File: src/msie_pkg.sv
// Shared types and constants of the MIPS subset instruction executor.
`timescale 1ns / 1ps

package msie_pkg;

	// Primary opcodes, bits 31:26 of the instruction word (the valid bit included).
	localparam logic [5:0] OPC_SPECIAL = 6'd32;
	localparam logic [5:0] OPC_MUL     = 6'd60;
	localparam logic [5:0] OPC_ADDI    = 6'd40;
	localparam logic [5:0] OPC_LW      = 6'd35;
	localparam logic [5:0] OPC_SW      = 6'd43;
	localparam logic [5:0] OPC_BEQ     = 6'd36;
	localparam logic [5:0] OPC_BLTZ    = 6'd33;
	localparam logic [5:0] OPC_J       = 6'd34;

	// Function codes of the special group, bits 5:0.
	localparam logic [5:0] FN_ADD   = 6'd32;
	localparam logic [5:0] FN_SUB   = 6'd34;
	localparam logic [5:0] FN_AND   = 6'd36;
	localparam logic [5:0] FN_OR    = 6'd37;
	localparam logic [5:0] FN_MOVZ  = 6'd10;
	localparam logic [5:0] FN_SLL   = 6'd0;
	localparam logic [5:0] FN_SRL   = 6'd2;
	localparam logic [5:0] FN_JR    = 6'd8;
	localparam logic [5:0] FN_BREAK = 6'd13;

	// Result status codes.
	localparam logic [2:0] ST_EXECUTED = 3'd0;
	localparam logic [2:0] ST_NOP      = 3'd1;
	localparam logic [2:0] ST_INVALID  = 3'd2;
	localparam logic [2:0] ST_BREAK    = 3'd3;
	localparam logic [2:0] ST_UNKNOWN  = 3'd4;
	localparam logic [2:0] ST_PRELOAD  = 3'd5;

	// Outcome of one executed item, handed from the execute stage to the next.
	typedef struct packed {
		logic [15:0] next_pc;
		logic [2:0]  status;
		logic        taken;
		logic        rw;
		logic [4:0]  ridx;
		logic [31:0] rval;
		logic        load;
		logic        mw;
		logic [31:0] mem_word;
		logic [31:0] mval;
	} msie_exec_t;

endpackage

File: src/msie_exec.sv
// Decode and execute logic for one instruction or preload word.
`timescale 1ns / 1ps

module msie_exec
	import msie_pkg::*;
(
	input  logic        op,
	input  logic [31:0] instr,
	input  logic [15:0] pc,
	input  logic [7:0]  load_index,
	input  logic [31:0] load_value,
	input  logic [31:0] rs_val,
	input  logic [31:0] rt_val,
	output msie_exec_t  res
);

	logic [5:0]  opc;
	logic [5:0]  fn;
	logic [4:0]  rt;
	logic [4:0]  rd;
	logic [4:0]  sa;
	logic [31:0] simm;
	logic [31:0] addr_sum;
	logic [31:0] product;
	logic [15:0] seq_pc;
	logic [15:0] br_target;

	assign opc       = instr[31:26];
	assign fn        = instr[5:0];
	assign rt        = instr[20:16];
	assign rd        = instr[15:11];
	assign sa        = instr[10:6];
	assign simm      = {{16{instr[15]}}, instr[15:0]};
	assign addr_sum  = rs_val + simm;
	assign product   = rs_val * rt_val;
	assign seq_pc    = pc + 16'd4;
	assign br_target = seq_pc + {simm[13:0], 2'b00};

	// Decode the word and pick the single effect it has.
	always_comb begin
		res          = '0;
		res.next_pc  = seq_pc;
		res.status   = ST_EXECUTED;
		res.mem_word = {2'b00, addr_sum[31:2]};
		if (op) begin
			res.next_pc  = 16'd0;
			res.status   = ST_PRELOAD;
			res.mw       = 1'b1;
			res.mem_word = {24'd0, load_index};
			res.mval     = load_value;
		end else if (!instr[31]) begin
			res.status = ST_INVALID;
		end else if (instr[30:0] == 31'd0) begin
			res.status = ST_NOP;
		end else begin
			case (opc)
				OPC_SPECIAL: begin
					case (fn)
						FN_ADD: begin
							res.rw   = 1'b1;
							res.ridx = rd;
							res.rval = rs_val + rt_val;
						end
						FN_SUB: begin
							res.rw   = 1'b1;
							res.ridx = rd;
							res.rval = rs_val - rt_val;
						end
						FN_AND: begin
							res.rw   = 1'b1;
							res.ridx = rd;
							res.rval = rs_val & rt_val;
						end
						FN_OR: begin
							res.rw   = 1'b1;
							res.ridx = rd;
							res.rval = rs_val | rt_val;
						end
						FN_MOVZ: begin
							if (rt_val == 32'd0) begin
								res.rw   = 1'b1;
								res.ridx = rd;
								res.rval = rs_val;
							end
						end
						FN_SLL: begin
							res.rw   = 1'b1;
							res.ridx = rd;
							res.rval = rt_val << sa;
						end
						FN_SRL: begin
							res.rw   = 1'b1;
							res.ridx = rd;
							res.rval = rt_val >> sa;
						end
						FN_JR: begin
							res.next_pc = rs_val[15:0];
							res.taken   = 1'b1;
						end
						FN_BREAK: begin
							res.status = ST_BREAK;
						end
						default: begin
							res.status = ST_UNKNOWN;
						end
					endcase
				end
				OPC_MUL: begin
					res.rw   = 1'b1;
					res.ridx = rd;
					res.rval = product;
				end
				OPC_ADDI: begin
					res.rw   = 1'b1;
					res.ridx = rt;
					res.rval = addr_sum;
				end
				OPC_LW: begin
					// The loaded word arrives one stage later from data memory.
					res.rw   = 1'b1;
					res.ridx = rt;
					res.load = 1'b1;
				end
				OPC_SW: begin
					res.mw   = 1'b1;
					res.mval = rt_val;
				end
				OPC_BEQ: begin
					if (rs_val == rt_val) begin
						res.next_pc = br_target;
						res.taken   = 1'b1;
					end
				end
				OPC_BLTZ: begin
					if (rs_val[31]) begin
						res.next_pc = br_target;
						res.taken   = 1'b1;
					end
				end
				OPC_J: begin
					res.next_pc = {instr[13:0], 2'b00};
					res.taken   = 1'b1;
				end
				default: begin
					res.status = ST_UNKNOWN;
				end
			endcase
		end
	end

endmodule

File: config.mk
export PLATFORM = sky130hd
export DESIGN_NAME = msie_exec
export DESIGN_NICKNAME = d
export VERILOG_FILES = /design/src/msie_pkg.sv /design/src/msie_exec.sv
export SDC_FILE = /design/constraint.sdc
export NUM_CORES = 2
export LEC_CHECK = 0
export BUFFER_PORTS_ARGS = -buffer_cell sky130_fd_sc_hd__buf_2
export CAP_MARGIN = 15
export CORE_MARGIN = 3
export CORE_UTILIZATION = 60
export DETAILED_ROUTE_END_ITERATION = 6
export MAX_ROUTING_LAYER = met4
export PLACE_DENSITY = 0.85
export SLEW_MARGIN = 20
export SYNTH_ARGS = -nofsm -noshare
export SYNTH_HDL_FRONTEND = slang
export SYNTH_SLANG_ARGS = --single-unit
File: constraint.sdc
create_clock -name vclk -period 16.8
set_clock_uncertainty 0.2 [all_clocks]
set_input_delay 0.84 -clock vclk [all_inputs]
set_output_delay 0.84 -clock vclk [all_outputs]
set_load 0.02 [all_outputs]
==> metrics.cfg <==
[drt]
drt-initial-drc-count = 4628
num_vias = 28700
wl_per_cell_um = 28.2
vias_per_cell = 6.79
drc_errors = 14
drtPass1Iterations = 7
postRouteWirelength_um = 119000
antenna_left = 0

[worst_hold_path]
whs_path_depth = 4
worstHoldStart = load_index[5]
hold_class = in -> out
hold_path_end = res[37]

[synth]
synth-xor-area-share_pct = 5.22
synth_compound_area_share_pct = 18.0
syn-cell-area_sq_um = 26900
synth_top_family_by_area = adder cells
synthMostInstantiatedCell = nor2_1
ys_seq_area_share_pct = 0
syn_avg_cell_area_sq_um = 7.59
synth.top_cell.area_share_pct = 30.7
yosys.area.top_type = fa_1
synth_commonest_cells = nor2_1 (561), inv_1 (486), fa_1 (412)
synth_fa_ha_area_share_pct = 43.0
syn-instance-count = 3540
ys_types = 95
synth_mux_area_share_pct = 5.16
synthSimpleGateAreaFrac_pct = 18.4
ys_warn_count = 0
ys_top_cells_by_area = fa_1 (31%), ha_1 (12%), nor2_1 (7.8%)

[setup_path]
critPathRequiredTime_ns = 15.76
critPathArrivalTime_ns = 9.69
worstPathMaxFanout = 17
cp-end-kind = output port
cp_common_cell = fa_1
cp_slowest_cell = clkinv_1
cpPeakStageDelay_ns = 0.86
worst-setup-path-type = in -> out
start_kind = input pin

[clocking]
cts_hold_buf = 0
ctsResizeCount = 0
post_cts_buffers = 0

[timing]
relSlewSlack_pct = 24.6
fin_crit_sh_pct = 63.9
slew_viol_final = 0
worstMarginPinSlew_ns = 1.13
setup_tns_ns = 0
rsz0062_at_grt = false
hold_viol = 0
min_period_ns = 10.73
fin_ws_ns = 6.07
setup_viol = 0
hold-worst-slack_ns = 1.81
clock.fmax_mhz = 93.2

[layout]
register_area_sq_um = 0
seq_cell_count = 0
synthToLayoutAreaGrowth_pct = 5.75
clkbuf_count = 0
nets = 4461
drive_above_1_share_pct = 10.7

[floorplanning]
fp-row-count = 76
start_util_pct = 61.5
ios = 277
dieArea_sq_um = 47300
die_x_um = 218
die_y_um = 218
core_sq_um = 43600

[run_status]
violations = design-rule violations
status = complete, but fails checks

[placement]
dpl_worst_slack_ns = 6.45
gp_routability_congestion = 1.18
portBuffers = 275
dpl.hpwl_um = 91400

[grt]
grt_pass1_wl_um = 174000
antenna_found_initial = 0
grt.total_usage_pct = 50.5
grt_max_degree = 80
grt-ovfl-total = 0
first_global_vias = 27900

[flow_run]
drv_cap = 0

worst max path at each step:
stage	startpoint	end	cells after the start
floorplan	rt_val[4]	res[97]	26
global placement	rs_val[5]	res[97]	29
detailed placement	rs_val[5]	res[97]	29
CTS	rs_val[5]	res[97]	29
global route	rs_val[5]	res[97]	29
finish	rs_val[5]	res[97]	29
per-stage QoR:
step,instance area [sq um],instances,utilization (%)
5_1_grt,28400,4216,65.1
3_3_place_gp,28400,4216,65.0
2_1_floorplan,26900,3541,-
3_5_place_dp,28400,4216,65.0
4_1_cts,28400,4216,65.0
6_report,28400,4218,65.1
worst max-delay path: cells and delay by family:
family | cells | cell delay [ns]
buffers and inverters | 9 | 2.06
XOR/XNOR | 1 | 0.09
adder cells (fa/ha/maj) | 9 | 3.99
AO/OA/AOI/OAI | 7 | 1.93
AND/OR/NAND/NOR | 3 | 0.73
final cells by class:
class / instances / area (sq um)
Antenna cell: 2 / 5.00
Fill cell: 3845 / 15200
Inverter: 504 / 1890
Multi-Input combinational cell: 2819 / 24200
Tap cell: 585 / 732
Timing Repair Buffer: 308 / 1630
placed cells by master, fill, tap and decap left out, types with 25 or more instances in the layout:
cell type	n
nor2_1	559
o22ai_1	25
mux4_2	35
ha_1	263
a21oi_1	186
xnor2_1	115
nor3_1	37
buf_2	274
a21o_1	35
buf_4	34
inv_1	486
fa_1	412
xor2_1	45
o21ai_0	147
a22o_1	31
mux2i_1	53
nand2_1	363
nand3_1	43
routing by layer:
layer / track usage (%) / routed length, um
met1: 62.2 / 41100
met4: 32.5 / 10900
met5: - / 0
met2: 72.0 / 48400
met3: 15.4 / 18500
cells by family (layout without fill, tap and decap cells):
family / count (synthesis) / in the layout
adders and majority gates: 675 / 675
buffers and inverters: 722 / 812
muxes: 94 / 94
and+or+nand+nor: 1165 / 1165
xor gates and xnor gates: 160 / 160
AOI/OAI and AO/OA: 723 / 723
other: 1 / 4
