<file path="src/msie_ram.sv">
// Generic single write port RAM with one registered, write-first read port.
`timescale 1ns / 1ps

module msie_ram #(
	parameter int WIDTH = 32,
	parameter int DEPTH = 256
) (
	input  logic                     clk,
	input  logic                     we,
	input  logic [$clog2(DEPTH)-1:0] waddr,
	input  logic [WIDTH-1:0]         wdata,
	input  logic                     re,
	input  logic [$clog2(DEPTH)-1:0] raddr,
	output logic [WIDTH-1:0]         rdata
);

	logic [WIDTH-1:0] mem_q [DEPTH];
	logic [WIDTH-1:0] rdata_q;

	// Write, and a read that sees a write to the same address in the same cycle.
	always_ff @(posedge clk) begin
		if (we) begin
			mem_q[waddr] <= wdata;
		end
		if (re) begin
			rdata_q <= (we && (waddr == raddr)) ? wdata : mem_q[raddr];
		end
	end

	assign rdata = rdata_q;

endmodule

</file>
<file path="src/msie_regfile.sv">
// Register file: two read ports, one write port, entries read as zero until written.
`timescale 1ns / 1ps

module msie_regfile (
	input  logic        clk,
	input  logic        arst_n,
	input  logic        re,
	input  logic [4:0]  raddr_a,
	input  logic [4:0]  raddr_b,
	input  logic        we,
	input  logic [4:0]  waddr,
	input  logic [31:0] wdata,
	output logic [31:0] rdata_a,
	output logic [31:0] rdata_b
);

	logic [31:0] vld_q;
	logic        vld_a_q;
	logic        vld_b_q;
	logic [31:0] ram_a;
	logic [31:0] ram_b;

	// Both copies take every write so that each can serve one read address.
	msie_ram #(.WIDTH(32), .DEPTH(32)) u_ram_a (
		.clk   (clk),
		.we    (we),
		.waddr (waddr),
		.wdata (wdata),
		.re    (re),
		.raddr (raddr_a),
		.rdata (ram_a)
	);

	msie_ram #(.WIDTH(32), .DEPTH(32)) u_ram_b (
		.clk   (clk),
		.we    (we),
		.waddr (waddr),
		.wdata (wdata),
		.re    (re),
		.raddr (raddr_b),
		.rdata (ram_b)
	);

	// Written marks: reset clears them, so an unwritten register reads as zero.
	always_ff @(posedge clk or negedge arst_n) begin
		if (!arst_n) begin
			vld_q   <= '0;
			vld_a_q <= 1'b0;
			vld_b_q <= 1'b0;
		end else begin
			if (we) begin
				vld_q[waddr] <= 1'b1;
			end
			if (re) begin
				vld_a_q <= (we && (waddr == raddr_a)) ? 1'b1 : vld_q[raddr_a];
				vld_b_q <= (we && (waddr == raddr_b)) ? 1'b1 : vld_q[raddr_b];
			end
		end
	end

	assign rdata_a = vld_a_q ? ram_a : 32'd0;
	assign rdata_b = vld_b_q ? ram_b : 32'd0;

endmodule

</file>
<file path="config.mk">
export PLATFORM = sky130hd
export DESIGN_NAME = msie_regfile
export DESIGN_NICKNAME = d
export VERILOG_FILES = /design/src/msie_ram.sv /design/src/msie_regfile.sv
export SDC_FILE = /design/constraint.sdc
export NUM_CORES = 1
export LEC_CHECK = 0
export BUFFER_PORTS_ARGS = -buffer_cell sky130_fd_sc_hd__clkbuf_2
export CELL_PAD_IN_SITES_DETAIL_PLACEMENT = 2
export CELL_PAD_IN_SITES_GLOBAL_PLACEMENT = 2
export CORE_MARGIN = 2
export CORE_UTILIZATION = 52
export CTS_BUF_LIST = sky130_fd_sc_hd__clkbuf_4 sky130_fd_sc_hd__clkbuf_8
export DETAILED_ROUTE_END_ITERATION = 16
export MAX_ROUTING_LAYER = met4
export PLACE_DENSITY = 0.81
export SLEW_MARGIN = 0
export SYNTH_ARGS = -nofsm -noshare
export SYNTH_HDL_FRONTEND = slang
export SYNTH_SLANG_ARGS = --single-unit
</file>
<file path="constraint.sdc">
create_clock -name clk -period 1.7 [get_ports clk]
set_input_delay 0.425 -clock clk [delete_from_list [all_inputs] [get_ports clk]]
set_output_delay 0.425 -clock clk [all_outputs]
set_load 0.02 [all_outputs]
</file>
==> results.toml, run 1 <==
[floorplanning]
fp.dieH_um = 317
die_w_um = 317
start_util_pct = 52.5
num_io_pins = 115
num_rows = 114

[global_routing]
grt_overflow = 119
grt_usage_pct = 84.6
grt_max_degree = 47
antenna_found_initial = 23

[yosys]
synth_edf_count = 1088
yosysTopAreaCell = "edfxtp_1"
syn_nets = 2553
synthCells = 2502
synthFlopType = "edfxtp_1"
synth-seq-cells = 1122
post_synth.cell_area_avg_um2 = 20.3
synth-seq-area-share_pct = 65.9
synth.distinct_cells = 43
yosysTopAreaCellShare_pct = 64.3
synth_commonest_cells = "edfxtp_1, mux4_2, o22ai_1"
yosysMostFrequentCell = "edfxtp_1"
ys_warn_count = 0
synth.top_cells.by_area = "edfxtp_1, mux4_2, o22ai_1, mux4_1, dfrtp_1"
syn_area_um2 = 50800
ys_async_sr_fraction_pct = 3.03

[clock_tree]
cts_max_path_buffers = 3
numCtsBuffers = 184
htree_levels = 4
cts.root.buffer_cell = "clkbuf_8"
cts.sinks = 1122

[placement]
place.gp.congestion = 0.877
preCtsSetupSlack_ps = -999
dp_hpwl_um = 134000
port_buffers = 114

[outcome]
stop_stage = "global routing (5_1_grt)"
first-error = "[ERROR GRT-0232] Routing congestion too high. Check the congestion heatmap in the GUI."
status = "aborted with a tool error"

[timing]
worst_endpoint = "rdata_a[29]"
worstEpCategory = "primary output"
metrics by stage:
| step | cells | area [um2] |
|---|---|---|
| floorplan | 2502 | 51200 |
| global placement | 4096 | 57300 |
| detailed placement | 4096 | 57300 |
| CTS | 4443 | 62300 |
logic make-up after synthesis:
logic type                count (synthesis)  synth area share [%]
and+or+nand+nor                         303                  3.40
xor gates and xnor gates                 10                 0.172
muxes                                   533                  23.8
AOI/OAI and AO/OA                       329                  3.91
DFF                                    1122                  65.9
buffers and inverters                   205                  2.81
routing by layer:
metal / GRT usage (%) / overflow
met1: 85.2 / 2
met2: 94.1 / 55
met3: 72.9 / 0
met4: 82.0 / 62
met5: - / -
timing repair:
| action | CTS |
|---|---|
| buffers inserted | 12 |
| hold buffers | 8 |
| endpoints found under the setup margin | 126 |
| pin swaps | 46 |
| gates resized for setup | 313 |
| hold endpoints to repair | 59 |
==> run 2: changes to the inputs <==
- CELL_PAD_IN_SITES_DETAIL_PLACEMENT: 2 -> unset
- CELL_PAD_IN_SITES_GLOBAL_PLACEMENT: 2 -> unset
- CORE_UTILIZATION: 52 -> 40
- CTS_BUF_LIST: sky130_fd_sc_hd__clkbuf_4 sky130_fd_sc_hd__clkbuf_8 -> unset
- MAX_ROUTING_LAYER: met4 -> unset
- PLACE_DENSITY: 0.81 -> unset
- PLACE_DENSITY_LB_ADDON: unset -> 0.15
==> results.toml, run 2 <==
[final_layout]
drive_gt1_share_pct = 43.6
final_area_um2 = 62300
synthToLayoutAreaGrowth_pct = 22.5
nets = 3009
fill_cells = 10200
top_register = "u_ram_b.mem_q"
final_common_cell = "edfxtp_1"
largest_register_ffs = 992
utilization_pct = 49.5
final_cell_mix = "edfxtp_1, mux4_2, buf_4"

[setup_path]
crit_required_ps = 1270
worst_path_max_delay_cell = "dfrtp_2"
endpoint_kind = "primary output"
rr_startpoint = "u_ram_b.mem_q[27][29]$_DFFE_PP_"
criticalPathCategory = "reg2out"
rr_worst_depth = 5
crit_path_start_kind = "register"
cp_max_fo = 15
path_cells = "buf_12 -> and2_1 -> clkbuf_4"
worst_r2r_endpoint = "u_ram_a.rdata[29]$_DFFE_PP_"
slowest_delay_ps = 440
r2r_slack_ps = 20
cp.arrival_ps = 1730

[routing]
drt-initial-drc-count = 3895
viasPerCell = 6.39
drt_wl_total_um = 171000
wire_per_inst_um = 36.3
dr.pass1.iters = 5
drc = 0
vias = 30100
ant_nets = 0

[placement]
placed_area_um2 = 57900
place.gp.congestion = 0.835
dp_hpwl_um = 109000
preCtsSetupSlack_ps = -930
port_buffers = 114

[yosys]
yosysMostFrequentCell = "edfxtp_1"
synthCells = 2502
synth_commonest_cells = "edfxtp_1, mux4_2, o22ai_1"
synth-seq-cells = 1122
synth-seq-area-share_pct = 65.9
synth.top_cells.by_area = "edfxtp_1, mux4_2, o22ai_1, mux4_1, dfrtp_1"
syn_nets = 2553
synth.distinct_cells = 43
ys_async_sr_fraction_pct = 3.03
syn_area_um2 = 50800
synthFlopType = "edfxtp_1"
yosysTopAreaCell = "edfxtp_1"
synth_edf_count = 1088
ys_warn_count = 0
yosysTopAreaCellShare_pct = 64.3
post_synth.cell_area_avg_um2 = 20.3

[clock_tree]
cts.root.buffer_cell = "clkbuf_16"
cts_tree = "yes"
numCtsBuffers = 118
htree_levels = 3
cts_max_path_buffers = 3
clock_latency_ps = 760
cts.sinks = 1122
clk_pin_slew_ps = 60

[floorplanning]
num_io_pins = 115
num_rows = 130
die_w_um = 361
fp.dieH_um = 361
dieArea_um2 = 130000
start_util_pct = 40.4
coreArea_um2 = 126000

[power]
vdd_drop_max_v = 0.000910
p_total_mw = 63.7
p_sw_share_pct = 23.5
power.internal_mw = 48.7
switchingPower_mw = 15.0
p_clk_share_pct = 39.8
power_density_nw_per_um2 = 1020
power_frac_seq_pct = 49.3
share_comb_of_total_power_pct = 10.9
leakage_nw = 20.4

[min_path]
min_to = "u_ram_b.rdata[15]$_DFFE_PP_"
min_path_cells = 3
hp-class = "in2reg"
min_from = "wdata[15]"

[timing]
fin_crit_sh_pct = 127
relSlewSlack_pct = 56.2
slew_violations = 0
final.setup.tns_ps = -26180
fmax_ghz = 0.464
layout_setup_ws_ps = -457
fin_skew_ps = 23.6
worst_pin_slew_ps = 657
finalCriticalPeriod_ps = 2160
hold_viol = 0
setup_viol = 64
grt_setup_unrepaired = "true"

[outcome]
status = "complete, but fails checks"
violations = "negative setup slack"

[global_routing]
grt_usage_pct = 26.2
grt_pass1_vias = 30700
antenna_found_initial = 0
grt_overflow = 0
grt_pass1_wl_um = 238000
grt_max_degree = 35

[flow_run]
maxCapViolCount = 0
## run 2: per-layer routing
layer	GRT usage, %	up-vias	wire length (um)
met5	0	-	0
met4	9.04	0	6160
met3	4.42	320	12800
met2	43.2	1575	84200
met1	35.4	16300	67800
li1	-	11900	-
## run 2: how the worst max path moves through the flow
stage | from | to | slack, ps | cells after the start
6_report | vld_a_q$_DFFE_PN0P_ | rdata_a[9] | -460 | 3
5_1_grt | vld_a_q$_DFFE_PN0P_ | rdata_a[23] | -500 | 3
4_1_cts | vld_b_q$_DFFE_PN0P_ | rdata_b[9] | -490 | 3
3_5_place_dp | raddr_a[4] | u_ram_a.rdata[12]$_DFFE_PP_ | -930 | 7
3_3_place_gp | raddr_a[4] | u_ram_a.rdata[12]$_DFFE_PP_ | -900 | 7
2_1_floorplan | waddr[1] | u_ram_a.mem_q[29][0]$_DFFE_PP_ | -560 | 3
## run 2: timing repair
item / 4_1_cts / 5_1_grt
pin swaps: 1 / 7
cloned: 0 / 1
setup endpoints to repair: 76 / 89
gates resized for setup: 76 / 120
hold endpoints to repair: 30 / 0
setup buffers: 0 / 4
hold buffers: 4 / 0
## run 2: layout make-up
cell class / count / area [um2] / share of cell area [%]
antenna: 1 / 2.50 / 0.00402
clock buffer: 147 / 3060 / 4.91
clock inverter: 75 / 703 / 1.13
inverter: 2 / 7.51 / 0.0120
multi-input combinational: 1175 / 16400 / 26.4
sequential: 1122 / 33500 / 53.8
tap: 1650 / 2060 / 3.31
timing repair buffer: 539 / 6520 / 10.5
## run 2: critical path, delay by kind of cell (launching register included)
kind          cells  cell delay (ps)
flops             1              440
simple gates      1              180
buf+inv           2              320
## run 2: logic make-up (layout without fill, tap and decap cells)
logic type	after synthesis	in the layout	share of synthesized area, %
compound gates	329	329	3.91
xor+xnor	10	10	0.172
other cells	0	1	0
flops	1122	1122	65.9
simple gates	303	303	3.40
mux	533	533	23.8
buf+inv	205	763	2.81
## run 2: stage by stage
stage	cells	hold slack, ps
finish	4711	49.3
global route	4710	44.2
CTS	4707	11.7
detailed placement	4482	439
global placement	4482	419
floorplan	2502	129
## run 2: power groups by stage
| stage | sequential, mW | clock [mW] | combinational, mW |
|---|---|---|---|
| 6_report | 31.4 | 25.4 | 6.93 |
| 5_1_grt | 31.4 | 26.9 | 7.29 |
| 4_1_cts | 31.4 | 25.8 | 6.79 |
| 3_5_place_dp | 32.0 | 0 | 6.56 |
| 3_3_place_gp | 31.9 | 0 | 6.50 |
| 2_1_floorplan | 31.8 | 0 | 3.66 |
Note: power is estimated with default switching activity, not from simulation.
